## src/hdl/sir_grid_cell_update_defines.svh

```systemverilog
// assertion macros shared by the sir grid cell update modules
// depends on nothing; the asserting modules must have i_clk and i_rst_n ports
`ifndef SIR_GRID_CELL_UPDATE_DEFINES_SVH
`define SIR_GRID_CELL_UPDATE_DEFINES_SVH

`ifndef SYNTHESIS
// same-cycle implication, checked at every rising edge outside reset
`define SGCU_ASSERT(label, ante, cons) \
    label: assert property (@(posedge i_clk) disable iff (!i_rst_n) (ante) |-> (cons)) \
        else $error("sgcu assertion failed");
// next-cycle implication
`define SGCU_ASSERT_NEXT(label, ante, cons) \
    label: assert property (@(posedge i_clk) disable iff (!i_rst_n) (ante) |=> (cons)) \
        else $error("sgcu assertion failed");
`else
`define SGCU_ASSERT(label, ante, cons)
`define SGCU_ASSERT_NEXT(label, ante, cons)
`endif

`endif

```

## src/hdl/sgcu_pkg.sv

```systemverilog
// shared types, codes and constants of the sir grid cell update block
// depends on nothing
package sgcu_pkg;

    // default values of the top level parameters
    localparam int GRID_SIDE_DEF = 512;
    localparam int PROB_BITS_DEF = 16;

    // fixed field widths
    localparam int COORD_W = 9;
    localparam int CODE_W  = 2;
    localparam int PROB_W  = 16;
    localparam int NBR_W   = 4;
    localparam int DATA_W  = 32;
    localparam int PADDR_W = 3;

    // cell codes
    localparam logic [CODE_W-1:0] CODE_SUS = 2'd0;
    localparam logic [CODE_W-1:0] CODE_INF = 2'd1;
    localparam logic [CODE_W-1:0] CODE_REC = 2'd2;

    // register indexes and reset values
    localparam logic REG_INFECT  = 1'b0;
    localparam logic REG_RECOVER = 1'b1;
    localparam logic [PROB_W-1:0] RST_INFECT  = 16'd19661;
    localparam logic [PROB_W-1:0] RST_RECOVER = 16'd3277;

    typedef enum logic [1:0] {
        REQ_LOAD   = 2'd0,
        REQ_UPDATE = 2'd1,
        REQ_SWAP   = 2'd2,
        REQ_READ   = 2'd3
    } t_req;

    // moore neighbourhood walk
    localparam int NBR_NUM   = 8;
    localparam int NBR_IDX_W = 3;
    localparam logic [1:0] OFF_M1   = 2'd0;
    localparam logic [1:0] OFF_ZERO = 2'd1;
    localparam logic [1:0] OFF_P1   = 2'd2;
    localparam logic [1:0] NBR_DR [NBR_NUM] = '{OFF_M1, OFF_M1, OFF_M1, OFF_ZERO,
                                               OFF_ZERO, OFF_P1, OFF_P1, OFF_P1};
    localparam logic [1:0] NBR_DC [NBR_NUM] = '{OFF_M1, OFF_ZERO, OFF_P1, OFF_M1,
                                               OFF_P1, OFF_M1, OFF_ZERO, OFF_P1};

    // sequencer to bank memories
    typedef struct packed {
        logic rd_en;
        logic wr_en;
        logic wr_next;
        logic swap;
    } t_bank_ctl;

    // sequencer to top level
    typedef struct packed {
        logic busy;
        logic res_valid;
    } t_seq_stat;

endpackage

```

## src/hdl/sgcu_wrap.sv

```systemverilog
// reduces a raw grid coordinate modulo the grid side, registered output
// depends on sgcu_pkg
module sgcu_wrap import sgcu_pkg::*; #(
    parameter int GRID_SIDE = GRID_SIDE_DEF
) (
    input  logic                         i_clk,
    input  logic [COORD_W-1:0]           i_x,
    output logic [$clog2(GRID_SIDE)-1:0] o_y
);
    localparam int AW    = $clog2(GRID_SIDE);
    localparam int RSH   = 20;
    localparam int RCW   = RSH + 1;
    localparam int RECIP = (1 << RSH) / GRID_SIDE;
    localparam int PW    = COORD_W + RCW;
    localparam int WW    = COORD_W + AW + 1;

    logic [PW-1:0]      w_prod;
    logic [COORD_W-1:0] r_q;
    logic [COORD_W-1:0] r_x;
    logic [WW-1:0]      w_rem;
    logic [WW-1:0]      w_fix;
    logic [AW-1:0]      r_y;

    // quotient estimate by reciprocal, at most one short
    assign w_prod = PW'(i_x) * PW'(RECIP);

    always_ff @(posedge i_clk) begin
        r_q <= w_prod[RSH +: COORD_W];
        r_x <= i_x;
    end

    // remainder stays below twice the side, one correction step
    assign w_rem = WW'(r_x) - WW'(r_q) * WW'(GRID_SIDE);
    assign w_fix = (w_rem >= WW'(GRID_SIDE)) ? (w_rem - WW'(GRID_SIDE)) : w_rem;

    always_ff @(posedge i_clk) begin
        r_y <= w_fix[AW-1:0];
    end

    assign o_y = r_y;

endmodule

```

## config.mk

```make
export PLATFORM = sky130hd
export DESIGN_NAME = sgcu_wrap
export DESIGN_NICKNAME = d
export VERILOG_FILES = /design/src/hdl/sir_grid_cell_update_defines.svh /design/src/hdl/sgcu_pkg.sv /design/src/hdl/sgcu_wrap.sv
export SDC_FILE = /design/constraint.sdc
export NUM_CORES = 1
export LEC_CHECK = 0
export ABC_AREA = 1
export BUFFER_PORTS_ARGS = -buffer_cell sky130_fd_sc_hd__buf_2
export CAP_MARGIN = 10
export CELL_PAD_IN_SITES_DETAIL_PLACEMENT = 2
export CELL_PAD_IN_SITES_GLOBAL_PLACEMENT = 2
export CORE_MARGIN = 4
export CORE_UTILIZATION = 25
export CTS_CLUSTER_DIAMETER = 30
export DETAILED_ROUTE_END_ITERATION = 7
export GPL_ROUTABILITY_DRIVEN = 0
export PLACE_DENSITY_LB_ADDON = 0.1
export RECOVER_POWER = 100
export REMOVE_ABC_BUFFERS = 1
export SETUP_SLACK_MARGIN = 0.05
export SLEW_MARGIN = 10
export SYNTH_ARGS = -nofsm -noshare
export SYNTH_HDL_FRONTEND = slang
export SYNTH_SLANG_ARGS = --single-unit
```

## constraint.sdc

```tcl
create_clock -name i_clk -period 0.8 [get_ports i_clk]
set_input_delay 0 -clock i_clk [delete_from_list [all_inputs] [get_ports i_clk]]
set_output_delay 0 -clock i_clk [all_outputs]
set_load 0.01 [all_outputs]
```

==> impl_metrics.json <==
{
  "synth-adder-area-share_pct": 0,
  "period_needed_ns": 0.742,
  "standard_cell_row_count": 13,
  "ant_nets": 0,
  "crit_required_ns": 0.80,
  "path_clk_slew_ns": 0.09,
  "final_layout_size_suffix_gt1_share_pct": 42.9,
  "worst-r2r-cell-count": 0,
  "fraction_of_power_spent_switching_nets_pct": 18.2,
  "drt-vias-per-instance": 3.64,
  "tritoncts.num_buffers": 3,
  "area_fraction_in_and_or_nand_and_nor_cells_after_synthesis_pct": 0,
  "num-fill-cells": 136,
  "power.internal_mw": 1.28,
  "syn2layout_area_growth_pct": 66.7,
  "grt.busiest_layer": "met2",
  "die_width_um": 46.0,
  "max_freq_mhz": 1350,
  "antenna_found_initial": 0,
  "yosys.cell_types.count": 1,
  "first_global_vias": 246,
  "timing.final.hold_violations": 0,
  "startpoint_type": "register",
  "pwr-share-seq_pct": 60.9,
  "first_iter_violations": 0,
  "crit_type": "register to primary output",
  "use_met1_pct": 5.49,
  "grtUsageTotal_pct": 7.54,
  "ys_seq_elements": 18,
  "setup_viol_count_final": 0,
  "grt.met3_usage_pct": 6.32,
  "synth_compound_area_share_pct": 0,
  "cts_root_buf": "sky130_fd_sc_hd__clkbuf_4",
  "worst_setup_path_endpoint": "o_y[4]",
  "grt_start_max_net_pins": 11,
  "power.switching_uw": 285,
  "worst-endpoint-arrival_ns": 0.74,
  "critical_path.reg2reg.startpoint": "r_x[2]",
  "clk_path_buf_depth": 2,
  "final.period_utilization_pct": 92.8,
  "floorplan.initialDensity_pct": 27.0,
  "global_route_wire_length_before_repair_um": 1060,
  "tightestPinTransition_ns": 0.150,
  "finalCoreUtilization_pct": 45.0,
  "insertedDiodeCount": 0,
  "vias": 233,
  "critical_path.max_fanout": 1,
  "nNetsFinal": 60,
  "timing.clock.skew_ns": 0.000282,
  "critPathLaunch": "o_y[4]",
  "max_cap_violations": 0,
  "routed_wirelength_um": 675,
  "worst-path-stages": 1,
  "crit_path_cell_trace": "clkbuf_1",
  "synth_xor_area_share_pct": 0,
  "detailed_place.area_um2": 469,
  "dr.pass1.iters": 1,
  "ir_worst_vdd_uv": 1690,
  "power.density_cell_area_mw_per_mm2": 2610,
  "ys.warnings.count": 0,
  "timing.critical_path.to_type": "primary output",
  "grtUsageMet2_pct": 15.1,
  "final_tns_setup_ns": 0,
  "multi_input_comb_cells": 0,
  "worstSkewPairLatency_ns": 0.28,
  "crit_family": "flip-flops",
  "synth.yosys.seq_area_share_pct": 100,
  "design.portCount": 19,
  "worst_hold_path_type": "register to register",
  "postSynthCellCount": 18,
  "r2r_setup_slack_ns": 0.39,
  "avgRoutedWirePerCell_um": 10.5,
  "grt_setup_unrepaired": "yes",
  "run_status": "completed",
  "finalMaxSlewViolations": 0,
  "timing.critical_path.slowest_stage_cell": "sky130_fd_sc_hd__dfxtp_1",
  "final_non_filler_cell_area_um2": 601,
  "core_region_area_mm2": 0.00133,
  "syn_area_um2": 360,
  "cts-htree-levels": 1,
  "global_route.overflow_total": 0,
  "share_clk_of_total_power_pct": 33.2,
  "clkSinkCount": 18,
  "die_h_um": 46.0,
  "reg2reg_end": "o_y[2]",
  "postSynthAreaPerCell_um2": 20.0,
  "maxSlewHeadroom_pct": 90.0,
  "io_buffers": 18,
  "multi_input_comb_area_um2": 0,
  "cts_tree": "built",
  "detail_route.drc_violations": 0,
  "critPathBufInv": 1,
  "floorplan.die_area_mm2": 0.00211,
  "cts_post_setup_buffers_inserted": 0,
  "cpPeakStageDelay_ns": 0.31,
  "leakage_nw": 0.281,
  "pwr-share-comb_pct": 5.9,
  "synthMuxAreaShare_pct": 0
}
## layout by cell type (no fill, tap or decap)
cell                            Yosys  routed
sky130_fd_sc_hd__clkbuf_2           0       2
sky130_fd_sc_hd__clkbuf_4           0       3
sky130_fd_sc_hd__dfxtp_1           18      18
sky130_fd_sc_hd__dlygate4sd3_1      0       9
sky130_fd_sc_hd__buf_2              0      14
sky130_fd_sc_hd__clkbuf_1           0       1
sky130_fd_sc_hd__clkbuf_8           0       1
sky130_fd_sc_hd__buf_6              0       1
## cells by family (layout without fill, tap and decap cells)
logic type             count (synthesis)  in the layout
flip-flops                            18             18
buffers and inverters                  0             31
## worst min-delay path by stage
stage	startpoint	end	slack, ns	cells past startpoint
floorplan	i_x[0]	r_x[0]	0.03	0
global placement	i_x[8]	r_x[8]	0.10	1
detailed placement	i_x[3]	r_x[3]	0.10	1
CTS	r_x[0]	o_y[0]	0.34	0
global route	r_x[6]	o_y[6]	0.35	0
finish	r_x[0]	o_y[0]	0.33	0
## Yosys cell counts
| master | n | share of area (%) |
|---|---|---|
| sky130_fd_sc_hd__dfxtp_1 | 18 | 100 |
## power by group through the flow
stage               registers [mW]  clock network [mW]  logic [mW]
finish                       0.954               0.520      0.0926
global route                 0.960               0.583       0.103
CTS                          0.956               0.548      0.0945
detailed placement           0.976                   0      0.0582
global placement             0.972                   0      0.0563
floorplan                    0.987                   0           0
## state kept, by name (all words and copies together), names as in the netlist
signal  count
o_y         9
r_x         9
## through the flow
stage | cells | setup WS (ns) | power, mW | hold slack (ns)
2_1_floorplan | 18 | 0.420 | 0.987 | 0.0277
3_3_place_gp | 51 | 0.396 | 1.03 | 0.102
3_5_place_dp | 51 | 0.374 | 1.03 | 0.104
4_1_cts | 64 | 0.0580 | 1.60 | 0.336
5_1_grt | 64 | 0.0195 | 1.65 | 0.347
6_report | 64 | 0.0575 | 1.57 | 0.332
## final cells by class
cell class	instances	area [µm²]	area share (%)
sequential	18	360	60.0
tap	15	18.8	3.13
timing repair buffer	27	185	30.8
clock buffer	4	36.3	6.04
## routing by layer
| metal | routed length (µm) | share of wire, % | vias up |
|---|---|---|---|
| li1 | - | - | 115 |
| met4 | 0 | 0 | 0 |
| met2 | 411 | 61 | 12 |
| met5 | 0 | 0 | - |
| met1 | 195 | 29 | 106 |
| met3 | 68 | 10 | 0 |
## timing repair
action,in CTS,in global routing
endpoints found under the hold margin,9,0
cloned,0,0
setup endpoints to repair,1,7
hold buffers,9,0
resized for setup,2,0
Power figures use the tool's default switching activity.
