### src/hdl/sir_grid_cell_update_defines.svh
// assertion macros shared by the sir grid cell update modules
// depends on nothing; the asserting modules must have i_clk and i_rst_n ports
`ifndef SIR_GRID_CELL_UPDATE_DEFINES_SVH
`define SIR_GRID_CELL_UPDATE_DEFINES_SVH

`ifndef SYNTHESIS
// same-cycle implication, checked at every rising edge outside reset
`define SGCU_ASSERT(label, ante, cons) \
    label: assert property (@(posedge i_clk) disable iff (!i_rst_n) (ante) |-> (cons)) \
        else $error("sgcu assertion failed");
// next-cycle implication
`define SGCU_ASSERT_NEXT(label, ante, cons) \
    label: assert property (@(posedge i_clk) disable iff (!i_rst_n) (ante) |=> (cons)) \
        else $error("sgcu assertion failed");
`else
`define SGCU_ASSERT(label, ante, cons)
`define SGCU_ASSERT_NEXT(label, ante, cons)
`endif

`endif

### src/hdl/sgcu_pkg.sv
// shared types, codes and constants of the sir grid cell update block
// depends on nothing
package sgcu_pkg;

    // default values of the top level parameters
    localparam int GRID_SIDE_DEF = 512;
    localparam int PROB_BITS_DEF = 16;

    // fixed field widths
    localparam int COORD_W = 9;
    localparam int CODE_W  = 2;
    localparam int PROB_W  = 16;
    localparam int NBR_W   = 4;
    localparam int DATA_W  = 32;
    localparam int PADDR_W = 3;

    // cell codes
    localparam logic [CODE_W-1:0] CODE_SUS = 2'd0;
    localparam logic [CODE_W-1:0] CODE_INF = 2'd1;
    localparam logic [CODE_W-1:0] CODE_REC = 2'd2;

    // register indexes and reset values
    localparam logic REG_INFECT  = 1'b0;
    localparam logic REG_RECOVER = 1'b1;
    localparam logic [PROB_W-1:0] RST_INFECT  = 16'd19661;
    localparam logic [PROB_W-1:0] RST_RECOVER = 16'd3277;

    typedef enum logic [1:0] {
        REQ_LOAD   = 2'd0,
        REQ_UPDATE = 2'd1,
        REQ_SWAP   = 2'd2,
        REQ_READ   = 2'd3
    } t_req;

    // moore neighbourhood walk
    localparam int NBR_NUM   = 8;
    localparam int NBR_IDX_W = 3;
    localparam logic [1:0] OFF_M1   = 2'd0;
    localparam logic [1:0] OFF_ZERO = 2'd1;
    localparam logic [1:0] OFF_P1   = 2'd2;
    localparam logic [1:0] NBR_DR [NBR_NUM] = '{OFF_M1, OFF_M1, OFF_M1, OFF_ZERO,
                                               OFF_ZERO, OFF_P1, OFF_P1, OFF_P1};
    localparam logic [1:0] NBR_DC [NBR_NUM] = '{OFF_M1, OFF_ZERO, OFF_P1, OFF_M1,
                                               OFF_P1, OFF_M1, OFF_ZERO, OFF_P1};

    // sequencer to bank memories
    typedef struct packed {
        logic rd_en;
        logic wr_en;
        logic wr_next;
        logic swap;
    } t_bank_ctl;

    // sequencer to top level
    typedef struct packed {
        logic busy;
        logic res_valid;
    } t_seq_stat;

endpackage

### src/hdl/sgcu_seq.sv
// request sequencer: read-modify-write of one cell, neighbour walk, survival product
// depends on sgcu_pkg and sir_grid_cell_update_defines.svh
`include "sir_grid_cell_update_defines.svh"
module sgcu_seq import sgcu_pkg::*; #(
    parameter int GRID_SIDE = GRID_SIDE_DEF,
    parameter int PROB_BITS = PROB_BITS_DEF
) (
    input  logic                           i_clk,
    input  logic                           i_rst_n,
    input  logic                           i_start,
    input  t_req                           i_req_type,
    input  logic [COORD_W-1:0]             i_row,
    input  logic [COORD_W-1:0]             i_col,
    input  logic [CODE_W-1:0]              i_cell_value,
    input  logic [PROB_W-1:0]              i_rand_value,
    input  logic [PROB_W-1:0]              i_infect_prob,
    input  logic [PROB_W-1:0]              i_recover_prob,
    input  logic [$clog2(GRID_SIDE)-1:0]   i_row_w,
    input  logic [$clog2(GRID_SIDE)-1:0]   i_col_w,
    input  logic                           i_out_free,
    input  logic [CODE_W-1:0]              i_rd_data,
    output logic [COORD_W-1:0]             o_row_raw,
    output logic [COORD_W-1:0]             o_col_raw,
    output t_bank_ctl                      o_ctl,
    output logic [2*$clog2(GRID_SIDE)-1:0] o_addr,
    output logic [CODE_W-1:0]              o_wr_data,
    output t_seq_stat                      o_stat,
    output logic [CODE_W-1:0]              o_res_state,
    output logic [NBR_W-1:0]               o_res_nb
);
    localparam int AW  = $clog2(GRID_SIDE);
    localparam int CAW = 2 * AW;
    localparam int PW1 = PROB_BITS + 1;
    localparam int MW  = 2 * PW1;
    localparam int XW  = (PW1 > PROB_W) ? PW1 : PROB_W;
    localparam logic [PW1-1:0] ONE  = {1'b1, {PROB_BITS{1'b0}}};
    localparam logic [MW-1:0]  HALF = {{(MW-1){1'b0}}, 1'b1} << (PROB_BITS - 1);

    typedef enum logic [8:0] {
        S_IDLE     = 9'b000000001,
        S_WRAP1    = 9'b000000010,
        S_WRAP2    = 9'b000000100,
        S_OWN      = 9'b000001000,
        S_OWN_DATA = 9'b000010000,
        S_NBR      = 9'b000100000,
        S_NBR_LAST = 9'b001000000,
        S_FINAL    = 9'b010000000,
        S_DONE     = 9'b100000000
    } t_seq_state;

    t_seq_state r_state, n_state;
    t_req                 r_req, n_req;
    logic [COORD_W-1:0]   r_row, n_row;
    logic [COORD_W-1:0]   r_col, n_col;
    logic [CODE_W-1:0]    r_val, n_val;
    logic [PROB_W-1:0]    r_rnd, n_rnd;
    logic [PW1-1:0]       r_q, n_q;
    logic [PW1-1:0]       r_s, n_s;
    logic [NBR_W-1:0]     r_cnt, n_cnt;
    logic [NBR_IDX_W-1:0] r_j, n_j;
    logic [CODE_W-1:0]    r_res_state, n_res_state;
    logic [NBR_W-1:0]     r_res_nb, n_res_nb;

    logic [XW-1:0]     w_beta_x;
    logic [XW-1:0]     w_one_x;
    logic [XW-1:0]     w_q_x;
    logic [MW-1:0]     w_prod;
    logic [PW1-1:0]    w_s_round;
    logic [PW1-1:0]    w_prob;
    logic              w_infect;
    logic              w_recover;
    logic [CODE_W-1:0] w_load_val;
    logic [AW-1:0]     w_row_m1, w_row_p1, w_col_m1, w_col_p1;
    logic [AW-1:0]     w_nbr_row, w_nbr_col;
    logic [CODE_W-1:0] w_wr_data;

    function automatic logic [AW-1:0] pick(input logic [1:0] off, input logic [AW-1:0] m1,
                                           input logic [AW-1:0] z, input logic [AW-1:0] p1);
        logic [AW-1:0] v;
        unique case (off)
            OFF_M1:  v = m1;
            OFF_P1:  v = p1;
            default: v = z;
        endcase
        return v;
    endfunction

    // complement of the saturated per-neighbour probability
    assign w_beta_x = XW'(i_infect_prob);
    assign w_one_x  = XW'(ONE);
    assign w_q_x    = w_one_x - ((w_beta_x > w_one_x) ? w_one_x : w_beta_x);

    // one rounded survival step per infected neighbour
    assign w_prod    = MW'(r_s) * MW'(r_q) + HALF;
    assign w_s_round = w_prod[PROB_BITS +: PW1];

    assign w_prob     = ONE - r_s;
    assign w_infect   = XW'(r_rnd) < XW'(w_prob);
    assign w_recover  = r_rnd < i_recover_prob;
    assign w_load_val = (r_val > CODE_REC) ? CODE_REC : r_val;

    // torus neighbours
    assign w_row_m1  = (i_row_w == '0) ? AW'(GRID_SIDE - 1) : (i_row_w - AW'(1));
    assign w_row_p1  = (i_row_w == AW'(GRID_SIDE - 1)) ? '0 : (i_row_w + AW'(1));
    assign w_col_m1  = (i_col_w == '0) ? AW'(GRID_SIDE - 1) : (i_col_w - AW'(1));
    assign w_col_p1  = (i_col_w == AW'(GRID_SIDE - 1)) ? '0 : (i_col_w + AW'(1));
    assign w_nbr_row = pick(NBR_DR[r_j], w_row_m1, i_row_w, w_row_p1);
    assign w_nbr_col = pick(NBR_DC[r_j], w_col_m1, i_col_w, w_col_p1);

    always_comb begin
        n_state     = r_state;
        n_req       = r_req;
        n_row       = r_row;
        n_col       = r_col;
        n_val       = r_val;
        n_rnd       = r_rnd;
        n_q         = r_q;
        n_s         = r_s;
        n_cnt       = r_cnt;
        n_j         = r_j;
        n_res_state = r_res_state;
        n_res_nb    = r_res_nb;
        o_ctl       = '0;
        w_wr_data   = w_load_val;
        unique case (r_state)
            S_IDLE: begin
                if (i_start) begin
                    n_req   = i_req_type;
                    n_row   = i_row;
                    n_col   = i_col;
                    n_val   = i_cell_value;
                    n_rnd   = i_rand_value;
                    n_q     = w_q_x[PW1-1:0];
                    n_state = S_WRAP1;
                end
            end
            S_WRAP1: n_state = S_WRAP2;
            S_WRAP2: n_state = S_OWN;
            S_OWN: begin
                unique case (r_req) inside
                    REQ_LOAD:             o_ctl.wr_en = 1'b1;
                    REQ_SWAP:             o_ctl.swap  = 1'b1;
                    REQ_UPDATE, REQ_READ: o_ctl.rd_en = 1'b1;
                    default:              o_ctl       = '0;
                endcase
                n_state = S_OWN_DATA;
            end
            S_OWN_DATA: begin
                n_res_nb = '0;
                n_state  = S_DONE;
                unique case (r_req) inside
                    REQ_LOAD: n_res_state = w_load_val;
                    REQ_SWAP: n_res_state = CODE_SUS;
                    REQ_READ: n_res_state = i_rd_data;
                    default: begin
                        if (i_rd_data == CODE_SUS) begin
                            n_s     = ONE;
                            n_cnt   = '0;
                            n_j     = '0;
                            n_state = S_NBR;
                        end else begin
                            if (i_rd_data == CODE_INF) begin
                                w_wr_data = w_recover ? CODE_REC : CODE_INF;
                            end else begin
                                w_wr_data = CODE_REC;
                            end
                            o_ctl.wr_en   = 1'b1;
                            o_ctl.wr_next = 1'b1;
                            n_res_state   = w_wr_data;
                        end
                    end
                endcase
            end
            S_NBR: begin
                o_ctl.rd_en = 1'b1;
                n_j         = r_j + NBR_IDX_W'(1);
                // data of the previous neighbour arrives while the next is issued
                if (r_j != '0 && i_rd_data == CODE_INF) begin
                    n_cnt = r_cnt + NBR_W'(1);
                    n_s   = w_s_round;
                end
                if (r_j == NBR_IDX_W'(NBR_NUM - 1)) begin
                    n_state = S_NBR_LAST;
                end
            end
            S_NBR_LAST: begin
                if (i_rd_data == CODE_INF) begin
                    n_cnt = r_cnt + NBR_W'(1);
                    n_s   = w_s_round;
                end
                n_state = S_FINAL;
            end
            S_FINAL: begin
                w_wr_data     = w_infect ? CODE_INF : CODE_SUS;
                o_ctl.wr_en   = 1'b1;
                o_ctl.wr_next = 1'b1;
                n_res_state   = w_wr_data;
                n_res_nb      = r_cnt;
                n_state       = S_DONE;
            end
            S_DONE: begin
                if (i_out_free) begin
                    n_state = S_IDLE;
                end
            end
            default: n_state = S_IDLE;
        endcase
    end

    always_ff @(posedge i_clk) begin
        if (!i_rst_n) begin
            r_state <= S_IDLE;
        end else begin
            r_state <= n_state;
        end
    end

    always_ff @(posedge i_clk) begin
        r_req       <= n_req;
        r_row       <= n_row;
        r_col       <= n_col;
        r_val       <= n_val;
        r_rnd       <= n_rnd;
        r_q         <= n_q;
        r_s         <= n_s;
        r_cnt       <= n_cnt;
        r_j         <= n_j;
        r_res_state <= n_res_state;
        r_res_nb    <= n_res_nb;
    end

    assign o_row_raw        = r_row;
    assign o_col_raw        = r_col;
    assign o_addr           = (r_state == S_NBR) ? {w_nbr_row, w_nbr_col} : {i_row_w, i_col_w};
    assign o_wr_data        = w_wr_data;
    assign o_stat.busy      = (r_state != S_IDLE);
    assign o_stat.res_valid = (r_state == S_DONE);
    assign o_res_state      = r_res_state;
    assign o_res_nb         = r_res_nb;

    `SGCU_ASSERT_NEXT(a_start_from_idle, i_start, r_state == S_WRAP1)
    `SGCU_ASSERT(a_no_hits_full_survival, (r_state == S_FINAL) && (r_cnt == '0), r_s == ONE)
    `SGCU_ASSERT(a_count_in_range, r_state == S_FINAL, r_cnt <= NBR_W'(NBR_NUM))

endmodule

### config.mk
export PLATFORM = sky130hd
export DESIGN_NAME = sgcu_seq
export DESIGN_NICKNAME = d
export VERILOG_FILES = /design/src/hdl/sgcu_pkg.sv /design/src/hdl/sgcu_seq.sv
export VERILOG_INCLUDE_DIRS = /design/src /design/src/hdl
export SDC_FILE = /design/constraint.sdc
export NUM_CORES = 1
export LEC_CHECK = 0
export BUFFER_PORTS_ARGS = -buffer_cell sky130_fd_sc_hd__buf_4
export CAP_MARGIN = 20
export CORE_MARGIN = 2
export CORE_UTILIZATION = 62
export CTS_CLUSTER_DIAMETER = 60
export DETAILED_ROUTE_END_ITERATION = 10
export GPL_TIMING_DRIVEN = 1
export HOLD_SLACK_MARGIN = 0.03
export MAX_ROUTING_LAYER = met4
export PLACE_DENSITY_LB_ADDON = 0.15
export SLEW_MARGIN = 30
export SYNTH_ARGS = -nofsm -noshare
export SYNTH_HDL_FRONTEND = slang
export SYNTH_SLANG_ARGS = --single-unit
### constraint.sdc
create_clock -name i_clk -period 7.5 [get_ports i_clk]
set_clock_uncertainty 0.1 [all_clocks]
set_input_delay 0.375 -clock i_clk [delete_from_list [all_inputs] [get_ports i_clk]]
set_output_delay 0.375 -clock i_clk [all_outputs]
set_load 0.005 [all_outputs]
==> results by group, run 1 <==
GRT
  – Largest net degree at the start of global routing: 56
  – Total Routing Usage GR: 0.303
  – Vias in the first global route: around 13000
  – Initial antenna violation count: 0
  – Grt ovf: 0
  – Wire length of the first global-routing pass: 60.6 mm

Drt
  – Wire length per cell: between 15 and 20 µm
  – Post-Route WL: 35.9 mm
  – Initial DRT Pass Iterations: 6
  – Drt initial violations: 706
  – DRC Markers: 0
  – Drt via density: 5.62
  – Vias post-DR: ~12000
  – Routed Antenna Nets: 0

Timing
  – Slew Limit Fails: 0
  – Final Critical Period: 6780 ps
  – Slew @ Worst Pin: ~900 ps
  – Slew margin rel.: 0.403
  – Setup TNS Final: 0 ps
  – Fin. Hold Viols: 0
  – Final setup violation count: 0
  – Tcrit/Tclk final: 0.905
  – RSZ-0062 raised after global routing: no
  – Maximum operating frequency: ~150 MHz

Power and ir drop
  – Switching Share: 0.517
  – Pint: slightly above 3 mW
  – Power density over cell area: 381 nW/µm²
  – Peak VDD IR: around 0.00065 V
  – NetSw: 3.30 mW
  – Leakage: between 8 and 9 nW
  – Sequential share of power: 0.125
  – Combinational share of power: 0.798
  – Total power: around 6.4 mW
  – Clock network power share: 0.077

Logic synthesis
  – Syn avg cell area: 9.18 µm²
  – Sequential share of the synthesized area: 0.180
  – Netlist cell types: about 80
  – Async SR Flop Fraction: 0
  – Synth warn: 0
  – Synthesized flop and latch total: 94
  – Commonest register cell after synthesis: edfxtp_1
  – Net Count, Synth: 2124
  – Post-Synthesis Cells: around 1700
  – Post-Syn Area: approximately 15000 µm²
  – Post-synth EDFFs: 85

Setup path
  – Worst Setup Start Kind: flop
  – CP Class: reg2reg
  – Critical Path RT: roughly 7500 ps
  – Worst EP arrival: just under 7000 ps
  – R2R depth: 19
  – Critical Path End Type: flop
  – Worst-path maximum fanout: 22

Finish
  – Fillers: 1922
  – Inserted Diodes: 0
  – Most common cell after layout, fill and taps aside: inv_1
  – Final non-filler cell total: 2071
  – Post-layout nets: ~2200
  – Layout cells sized above 1: 0.112
  – Area grow syn2layout: 10.5%
  – Commonest cells after routing, fill and taps aside: inv_1, fa_1, nand2_1

Placement
  – DP HPWL: between 20 and 30 mm
  – Placed Cells: slightly above 2000
  – PortBufs: around 140
  – RD Place Congestion: a little under 0.9

Floorplan
  – I/O pin count: between 100 and 150
  – Die height: 160 µm
  – Core Box Area: ~24000 µm²
  – Row count: 57
  – Chip width: between 150 and 200 µm
  – Die area: approximately 26000 µm²
  – Initial Util: 0.627

Min path
  – Worst hold stages: 1
  – Hold/Removal Path Class: in2reg

Clock network
  – Num CTS Buffers: 9
  – Reg clk slew, reported paths: 90 ps
  – H-tree depth: 3
  – Sink Count: between 90 and 100
  – CTS tree: done
  – CTS root buffer: clkbuf_16
  – Post-CTS Setup Inserts: 0
  – Resized cells post-CTS: 0
  – Clock Latency Late Sink: approximately 370 ps
  – CTS Hold Bufs: 0
  – Maximum root-to-sink buffer count: 2

Run status
  – Status: completed

Job
  – # Max-Cap Violations: 0
metrics by stage:
stage,instance area (µm²),setup slack (ps),utilization,hold slack [ps]
after floorplan,15200,1200,-,364
after global placement,16400,883,0.679,424
after detailed placement,16400,793,0.679,440
after CTS,16700,740,0.692,78.3
after global routing,16700,400,0.692,79.3
final,16700,715,0.692,81.2
Yosys cell counts, types with 10 or more instances:
| library cell | count | area, µm² |
|---|---|---|
| nor2b_1 | 11 | 68.8 |
| inv_1 | 311 | 1170 |
| nand3_1 | 18 | 90.1 |
| o21ai_0 | 27 | 135 |
| and2_1 | 153 | 957 |
| clkbuf_1 | 61 | 229 |
| nand2_1 | 201 | 754 |
| ha_1 | 157 | 1960 |
| xor2_1 | 21 | 184 |
| fa_1 | 223 | 4460 |
| edfxtp_1 | 85 | 2550 |
| a21oi_1 | 48 | 240 |
| nand4_1 | 10 | 62.6 |
| and3_1 | 13 | 81.3 |
| a21o_1 | 15 | 113 |
| o21ai_1 | 13 | 65.1 |
| nor3_1 | 26 | 130 |
| nor2_1 | 75 | 282 |
| xnor2_1 | 29 | 254 |
worst max-delay path: stages (launching register included):
cell and delay (ps):
edfxtp_1 950, nand2_1 180, fa_1 530, fa_1 530, inv_1 50, fa_1 500
fa_1 530, fa_1 550, inv_1 60, fa_1 530, inv_1 40, ha_1 330
and3_1 200, nand2_1 80, or4_1 500, a21o_1 230, nand2_2 160, a41oi_1 150
xnor2_1 200, nand3_1 100
power by group through the flow:
stage | Clock (mW) | Combinational [mW] | Sequential, mW
5_1_grt | 0.509 | 5.83 | 0.809
2_1_floorplan | 0 | 3.93 | 0.723
6_report | 0.490 | 5.09 | 0.797
3_5_place_dp | 0 | 5.08 | 0.805
4_1_cts | 0.491 | 5.12 | 0.794
3_3_place_gp | 0 | 4.88 | 0.801
flip-flops by register name, indices dropped and copies added (netlist names):
| register | flops |
|---|---|
| o_row_raw | 9 |
| r_q | 17 |
| r_rnd | 16 |
| o_res_nb | 4 |
| r_req | 2 |
| o_res_state | 2 |
| r_state | 9 |
| r_val | 2 |
| r_cnt | 4 |
| r_s | 17 |
| o_col_raw | 9 |
| r_j | 3 |
path summary, 6_finish.rpt:
check,from,endpoint,slack (ps)
setup reg to reg,r_s[10],r_s[16],720
setup / recovery,r_s[10],r_s[16],720
hold / removal,i_cell_value[0],r_val[0],80
hold reg to reg,r_state[5],r_state[7],450
layer usage:
metal  track usage  vias up  part of all wire
met4         0.120        0             0.039
met5             -        -                 0
met1         0.359     5707              0.39
met2         0.536      406              0.52
li1              -     5421                 -
met3        0.0279      101             0.053
cells by family after synthesis:
logic type | after synthesis | synth area share
simple gates | 569 | 0.195
fa+ha+maj | 380 | 0.424
compound gates | 176 | 0.0761
xor+xnor | 50 | 0.0289
mux | 1 | 0.000743
flops | 94 | 0.180
buf+inv | 380 | 0.0951
layout make-up:
class                      instances  area, µm²  share of cell area
multi-input combinational       1176      11000               0.657
sequential                        94       2730               0.163
timing repair buffer             150       1130              0.0673
inverter                         311       1170              0.0698
tap                              324        405              0.0242
clock buffer                       9        225              0.0135
clock inverter                     7       80.1             0.00479
(Power assumes the default switching activity.)
==> run 2, diff against run 1 <==
Settings changed: CORE_ASPECT_RATIO set to 0.7, HOLD_SLACK_MARGIN 0.03 to not set.
==> results by group, run 2 (synthesized netlist as in run 1, its figures left out) <==
Run status
  – Status: completed

Finish
  – Area grow syn2layout: 10.5% (about the same)
  – Post-layout nets: 2219 (+0.14%)
  – Layout cells sized above 1: 0.113 (+0.00152)
  – Inserted Diodes: 0 (unchanged)
  – Biggest registers after layout: r_q x17, r_s x17, r_rnd x16
  – Most common cell after layout, fill and taps aside: inv_1
  – Commonest cells after routing, fill and taps aside: inv_1, fa_1, nand2_1

Job
  – # Max-Cap Violations: 0 (unchanged)

Timing
  – RSZ-0062 raised after global routing: no
  – Slew @ Worst Pin: 1040 ps (+139 ps)
  – Fin. Hold Viols: 0 (unchanged)
  – Worst hold slack: 77.8 ps (-3.46 ps)
  – Final Critical Period: 7140 ps (+353 ps)
  – Slew Limit Fails: 0 (unchanged)
  – Slew margin rel.: 0.310 (-0.0927)
  – Setup TNS Final: 0 ps (unchanged)
  – Tcrit/Tclk final: 0.952 (+0.0471)
  – Maximum operating frequency: 140 MHz (-4.9%)
  – Final setup violation count: 0 (unchanged)
  – Final WS setup: 362 ps (-353 ps)

Setup path
  – Crit path cell chain: nand2_1, fa_1, fa_1, inv_1, fa_1, fa_1, fa_1, inv_1, fa_1, inv_1, ha_1, a21oi_1, or4b_1, o21ai_0, a21oi_2, a21oi_1, nor2b_1, nor3_1
  – Slowest-stage cell, CP: edfxtp_1
  – Largest stage delay, worst path: 990 ps (+40 ps)
  – Worst EP arrival: 7090 ps (+310 ps)
  – CP Buf/Inv Count: 3 (unchanged)
  – CP dominant cell by count: fa_1
  – Top delay family on crit path: adder cells
  – Worst Setup Start Kind: flop
  – Critical Path RT: 7450 ps (-40 ps)
  – CP Class: reg2reg
  – Worst-path maximum fanout: 20 (-9.1%)
  – Critical Path End Type: flop

Placement
  – DP HPWL: 31.1 mm (+9.2%)
  – Pre-CTS setup slack: 623 ps (-169 ps)
  – RD Place Congestion: 0.919 (+5.8%)
  – PortBufs: 143 (unchanged)

Min path
  – Hold/Removal Path Class: in2reg

Power and ir drop
  – Power density over cell area: 393 nW/µm² (+3.2%)
  – Peak VDD IR: 0.000940 V (+45%)
  – Total power: 6.58 mW (+3.2%)
  – Leakage: 8.25 nW (+0.15%)

Clock network
  – CTS root buffer: clkbuf_16
  – H-tree depth: 3 (unchanged)
  – Num CTS Buffers: 9 (unchanged)
  – Sink Count: 94 (unchanged)
  – Resized cells post-CTS: 0 (unchanged)
  – Maximum root-to-sink buffer count: 2 (unchanged)
  – Post-CTS Setup Inserts: 0 (unchanged)
  – Clock Latency Late Sink: 370 ps (about the same)
  – CTS tree: done
  – CTS Hold Bufs: 0 (unchanged)
  – Reg clk slew, reported paths: 80 ps (about the same)

Drt
  – Initial DRT Pass Iterations: 6 (unchanged)
  – Wire length per cell: 19.1 µm (+10%)
  – DRC Markers: 0 (unchanged)
  – Post-Route WL: 39.5 mm (+9.8%)
  – Routed Antenna Nets: 0 (unchanged)
  – Vias post-DR: 11809 (+1.5%)
  – Drt initial violations: 954 (+35%)
  – Drt via density: 5.71 (+1.6%)

Floorplan
  – Die height: 135 µm (-16%)
  – Chip width: 191 µm (+19%)
  – Die area: 25700 µm² (about the same)
  – Row count: 47 (-18%)
  – I/O pin count: 144 (unchanged)
  – Initial Util: 0.636 (+0.00948)
  – Core Box Area: 23800 µm² (-1.5%)

GRT
  – Wire length of the first global-routing pass: 64.2 mm (+5.9%)
  – Total Routing Usage GR: 0.335 (+0.0321)
  – Grt ovf: 0 (unchanged)
  – Initial antenna violation count: 0 (unchanged)
  – Vias in the first global route: 12390 (-0.97%)
  – Largest net degree at the start of global routing: 56 (unchanged)
run 2: cell count changes in the layout (fill, tap and decap cells not counted), sizes merged:
| cell | delta |
|---|---|
| buf | +3 |
run 2: where the power goes:
group,leakage [nW],internal (mW),switching (mW)
clock,0.144,0.236,0.246
sequential,0.888,0.663,0.148
combinational,7.21,2.22,3.06
total,8.25,3.12,3.46
run 2: per-stage QoR:
step / util / cell area (µm²) / std cells
finish: 0.703 / 16700 / 2068
global route: 0.703 / 16700 / 2068
CTS: 0.703 / 16700 / 2068
detailed placement: 0.690 / 16400 / 2052
global placement: 0.690 / 16400 / 2052
floorplan: - / 15200 / 1650
run 2: final cells by class:
class,instances,area [µm²]
Multi-Input combinational cell,1176,11000
Clock buffer,9,225
Fill cell,1844,7070
Inverter,311,1170
Clock inverter,7,77.6
Sequential cell,94,2730
Timing Repair Buffer,153,1150
Tap cell,318,398
run 2: path summary, 6_finish.rpt:
path                    from            to  slack, ps  cells after the start
hold reg to reg   r_state[5]    r_state[7]        460                      1
setup / recovery     r_s[14]        r_s[4]        360                     18
hold / removal      i_col[2]  o_col_raw[2]         80                      1
setup reg to reg     r_s[14]        r_s[4]        360                     18
run 2: per-layer routing:
| layer | GRT usage | wire, µm | up-vias |
|---|---|---|---|
| li1 | - | - | 5431 |
| met5 | - | 0 | - |
| met2 | 0.473 | 16800 | 569 |
| met1 | 0.495 | 18200 | 5767 |
| met4 | 0.0607 | 503 | 0 |
| met3 | 0.0834 | 4000 | 42 |
==> run 3, diff against run 2 <==
Settings changed: ABC_AREA set to 1, CORE_UTILIZATION 62 to 63.
==> results by group, run 3 <==
Setup path
  – Reg2reg end: r_s[13]
  – R2R depth: 21 (+3)
  – Critical path launch point: r_s[5]
  – Critical Path End Type: flop
  – R2R Setup Slk: 1090 ps (+720 ps)
  – Crit path to: r_s[13]
  – Worst EP arrival: 6430 ps (-660 ps)
  – CP Class: reg2reg
  – Critical Path RT: 7520 ps (+70 ps)
  – Worst-path maximum fanout: 20 (unchanged)
  – Worst Setup Start Kind: flop
  – R2R Path Start: r_s[5]

Finish
  – Fillers: 1999 (+8.4%)
  – Biggest registers after layout: r_q x17, r_s x17, r_rnd x16
  – Inserted Diodes: 0 (unchanged)
  – Area of the multi-input gates: 10900 µm² (-0.92%)
  – Post-layout nets: 2623 (+18%)
  – Area grow syn2layout: 9.97%
  – Register area: 2730 µm² (unchanged)
  – Most common cell after layout, fill and taps aside: inv_1
  – Commonest cells after routing, fill and taps aside: inv_1, nand2_1, fa_1
  – Layout cells sized above 1: 0.104 (-0.00961)

Drt
  – Wire length per cell: 17.0 µm (-11%)
  – DRC Markers: 0 (unchanged)
  – Initial DRT Pass Iterations: 5 (-1)
  – Routed Antenna Nets: 0 (unchanged)
  – Drt initial violations: 1335 (+40%)
  – Post-Route WL: 42.1 mm (+6.7%)
  – Vias post-DR: 13494 (+14%)
  – Drt via density: 5.44 (-4.7%)

Floorplan
  – Core Box Area: 24900 µm² (+4.4%)
  – I/O pin count: 144 (unchanged)
  – Chip width: 195 µm (+2.1%)
  – Row count: 48 (+2.1%)
  – Die height: 138 µm (+2.1%)
  – Die area: 26800 µm² (+4.2%)
  – Initial Util: 0.646 (+0.00949)

Logic synthesis
  – Yosys top cell area share: 0.278 (-0.0166)
  – Syn avg cell area: 7.82 µm² (-15%)
  – Post-synth EDFFs: 85 (unchanged)
  – Post-Synthesis Cells: 2054 (+24%)
  – Post-Syn Area: 16100 µm² (+6.0%)
  – Async SR Flop Fraction: 0 (unchanged)
  – Post-synth top area cell: fa_1
  – Most area-consuming cells after synthesis: fa_1, edfxtp_1, inv_1
  – Synthesized flop and latch total: 94 (unchanged)
  – Netlist cell types: 51 (-35%)
  – Net Count, Synth: 2528 (+19%)
  – Top-count cell post-synth: inv_1
  – Commonest register cell after synthesis: edfxtp_1
  – Sequential share of the synthesized area: 0.170 (-0.0101)
  – Synth warn: 0 (unchanged)
  – Commonest cells post-synth: inv_1, nand2_1, fa_1, ha_1, nor2_1

Clock network
  – CTS root buffer: clkbuf_16
  – CTS Hold Bufs: 0 (unchanged)
  – H-tree depth: 3 (unchanged)
  – CTS tree: done
  – Post-CTS Setup Inserts: 0 (unchanged)
  – Resized cells post-CTS: 0 (unchanged)
  – Maximum root-to-sink buffer count: 2 (unchanged)
  – Reg clk slew, reported paths: 80 ps (about the same)
  – Num CTS Buffers: 9 (unchanged)
  – Sink Count: 94 (unchanged)
  – Clock Latency Late Sink: 370 ps (about the same)

Min path
  – Worst hold stages: 1 (unchanged)
  – Hold/Removal Path Class: in2reg
  – Hold Startpoint: i_row[5]

Timing
  – Final setup violation count: 0 (unchanged)
  – Fin. Hold Viols: 0 (unchanged)
  – Slew @ Worst Pin: 1020 ps (-14.8 ps)
  – Tcrit/Tclk final: 0.855 (-0.0966)
  – Slew margin rel.: 0.320 (+0.00984)
  – Slew Limit Fails: 0 (unchanged)
  – Maximum operating frequency: 156 MHz (+11%)
  – Setup TNS Final: 0 ps (unchanged)
  – Final Critical Period: 6410 ps (-725 ps)
  – RSZ-0062 raised after global routing: no
  – Final WS setup: 1090 ps (+725 ps)

GRT
  – Largest net degree at the start of global routing: 56 (unchanged)
  – Vias in the first global route: 13753 (+11%)
  – Initial antenna violation count: 0 (unchanged)
  – Total Routing Usage GR: 0.343 (+0.00758)
  – Wire length of the first global-routing pass: 69.0 mm (+7.5%)
  – Grt ovf: 0 (unchanged)

Placement
  – DP HPWL: 34.0 mm (+9.4%)
  – RD Place Congestion: 0.938 (+2.0%)
  – PortBufs: 143 (unchanged)
  – Pre-CTS setup slack: 1090 ps (+467 ps)

Run status
  – Status: completed

Job
  – # Max-Cap Violations: 0 (unchanged)
run 3: how the worst min path moves through the flow:
stage                    to  slack, ps
3_3_place_gp     r_state[6]        390
5_1_grt        o_row_raw[2]         60
3_5_place_dp     r_state[6]        410
4_1_cts        o_col_raw[5]         70
2_1_floorplan    r_state[6]        370
6_report       o_row_raw[5]         80
run 3: metal layers:
| layer | track usage | vias up | part of all wire |
|---|---|---|---|
| met5 | - | - | 0 |
| met4 | 0.0776 | 0 | 0.016 |
| met3 | 0.0840 | 67 | 0.12 |
| met2 | 0.497 | 756 | 0.42 |
| met1 | 0.489 | 6347 | 0.45 |
| li1 | - | 6324 | - |
run 3: final cells by class:
class	count	share of cell area
flip-flops and latches	94	0.155
inverters	562	0.119
well taps	325	0.0230
multi-input cells	1324	0.617
clock buffers	9	0.0128
clock inverters	7	0.00503
repair buffers	158	0.0676
run 3: worst max-delay path, cell delays in order (launching register included):
cell and delay [ps]:
edfxtp_1 1020, nand2_1 170, fa_1 550, inv_1 50
fa_1 490, inv_1 50, fa_1 540, inv_1 50
fa_1 380, fa_1 530, inv_1 50, fa_1 520
inv_1 60, ha_1 360, a21oi_1 230, o21ai_0 240
a21oi_1 320, nor2_1 110, nor2_1 140, nand2_1 60
nand2_1 70, a21oi_2 60
run 3: logic make-up after synthesis:
group / synth area share
AOI/OAI and AO/OA: 0.0605
xor gates and xnor gates: 0.0246
adders and majority gates: 0.400
buffers and inverters: 0.152
DFF: 0.170
and+or+nand+nor: 0.193
run 3: through the flow:
stage           util  instance area (µm²)  instances  hold slack (ps)
2_1_floorplan      -                16100       2054              367
6_report       0.710                17700       2479             75.0
3_3_place_gp   0.697                17300       2462              390
3_5_place_dp   0.697                17300       2462              409
5_1_grt        0.710                17700       2479             63.8
4_1_cts        0.709                17600       2478             67.1
Power of run 3 is left out: the tool's default activity adds up to more than one toggle a clock period on the data nets, which glitch-free logic cannot reach.
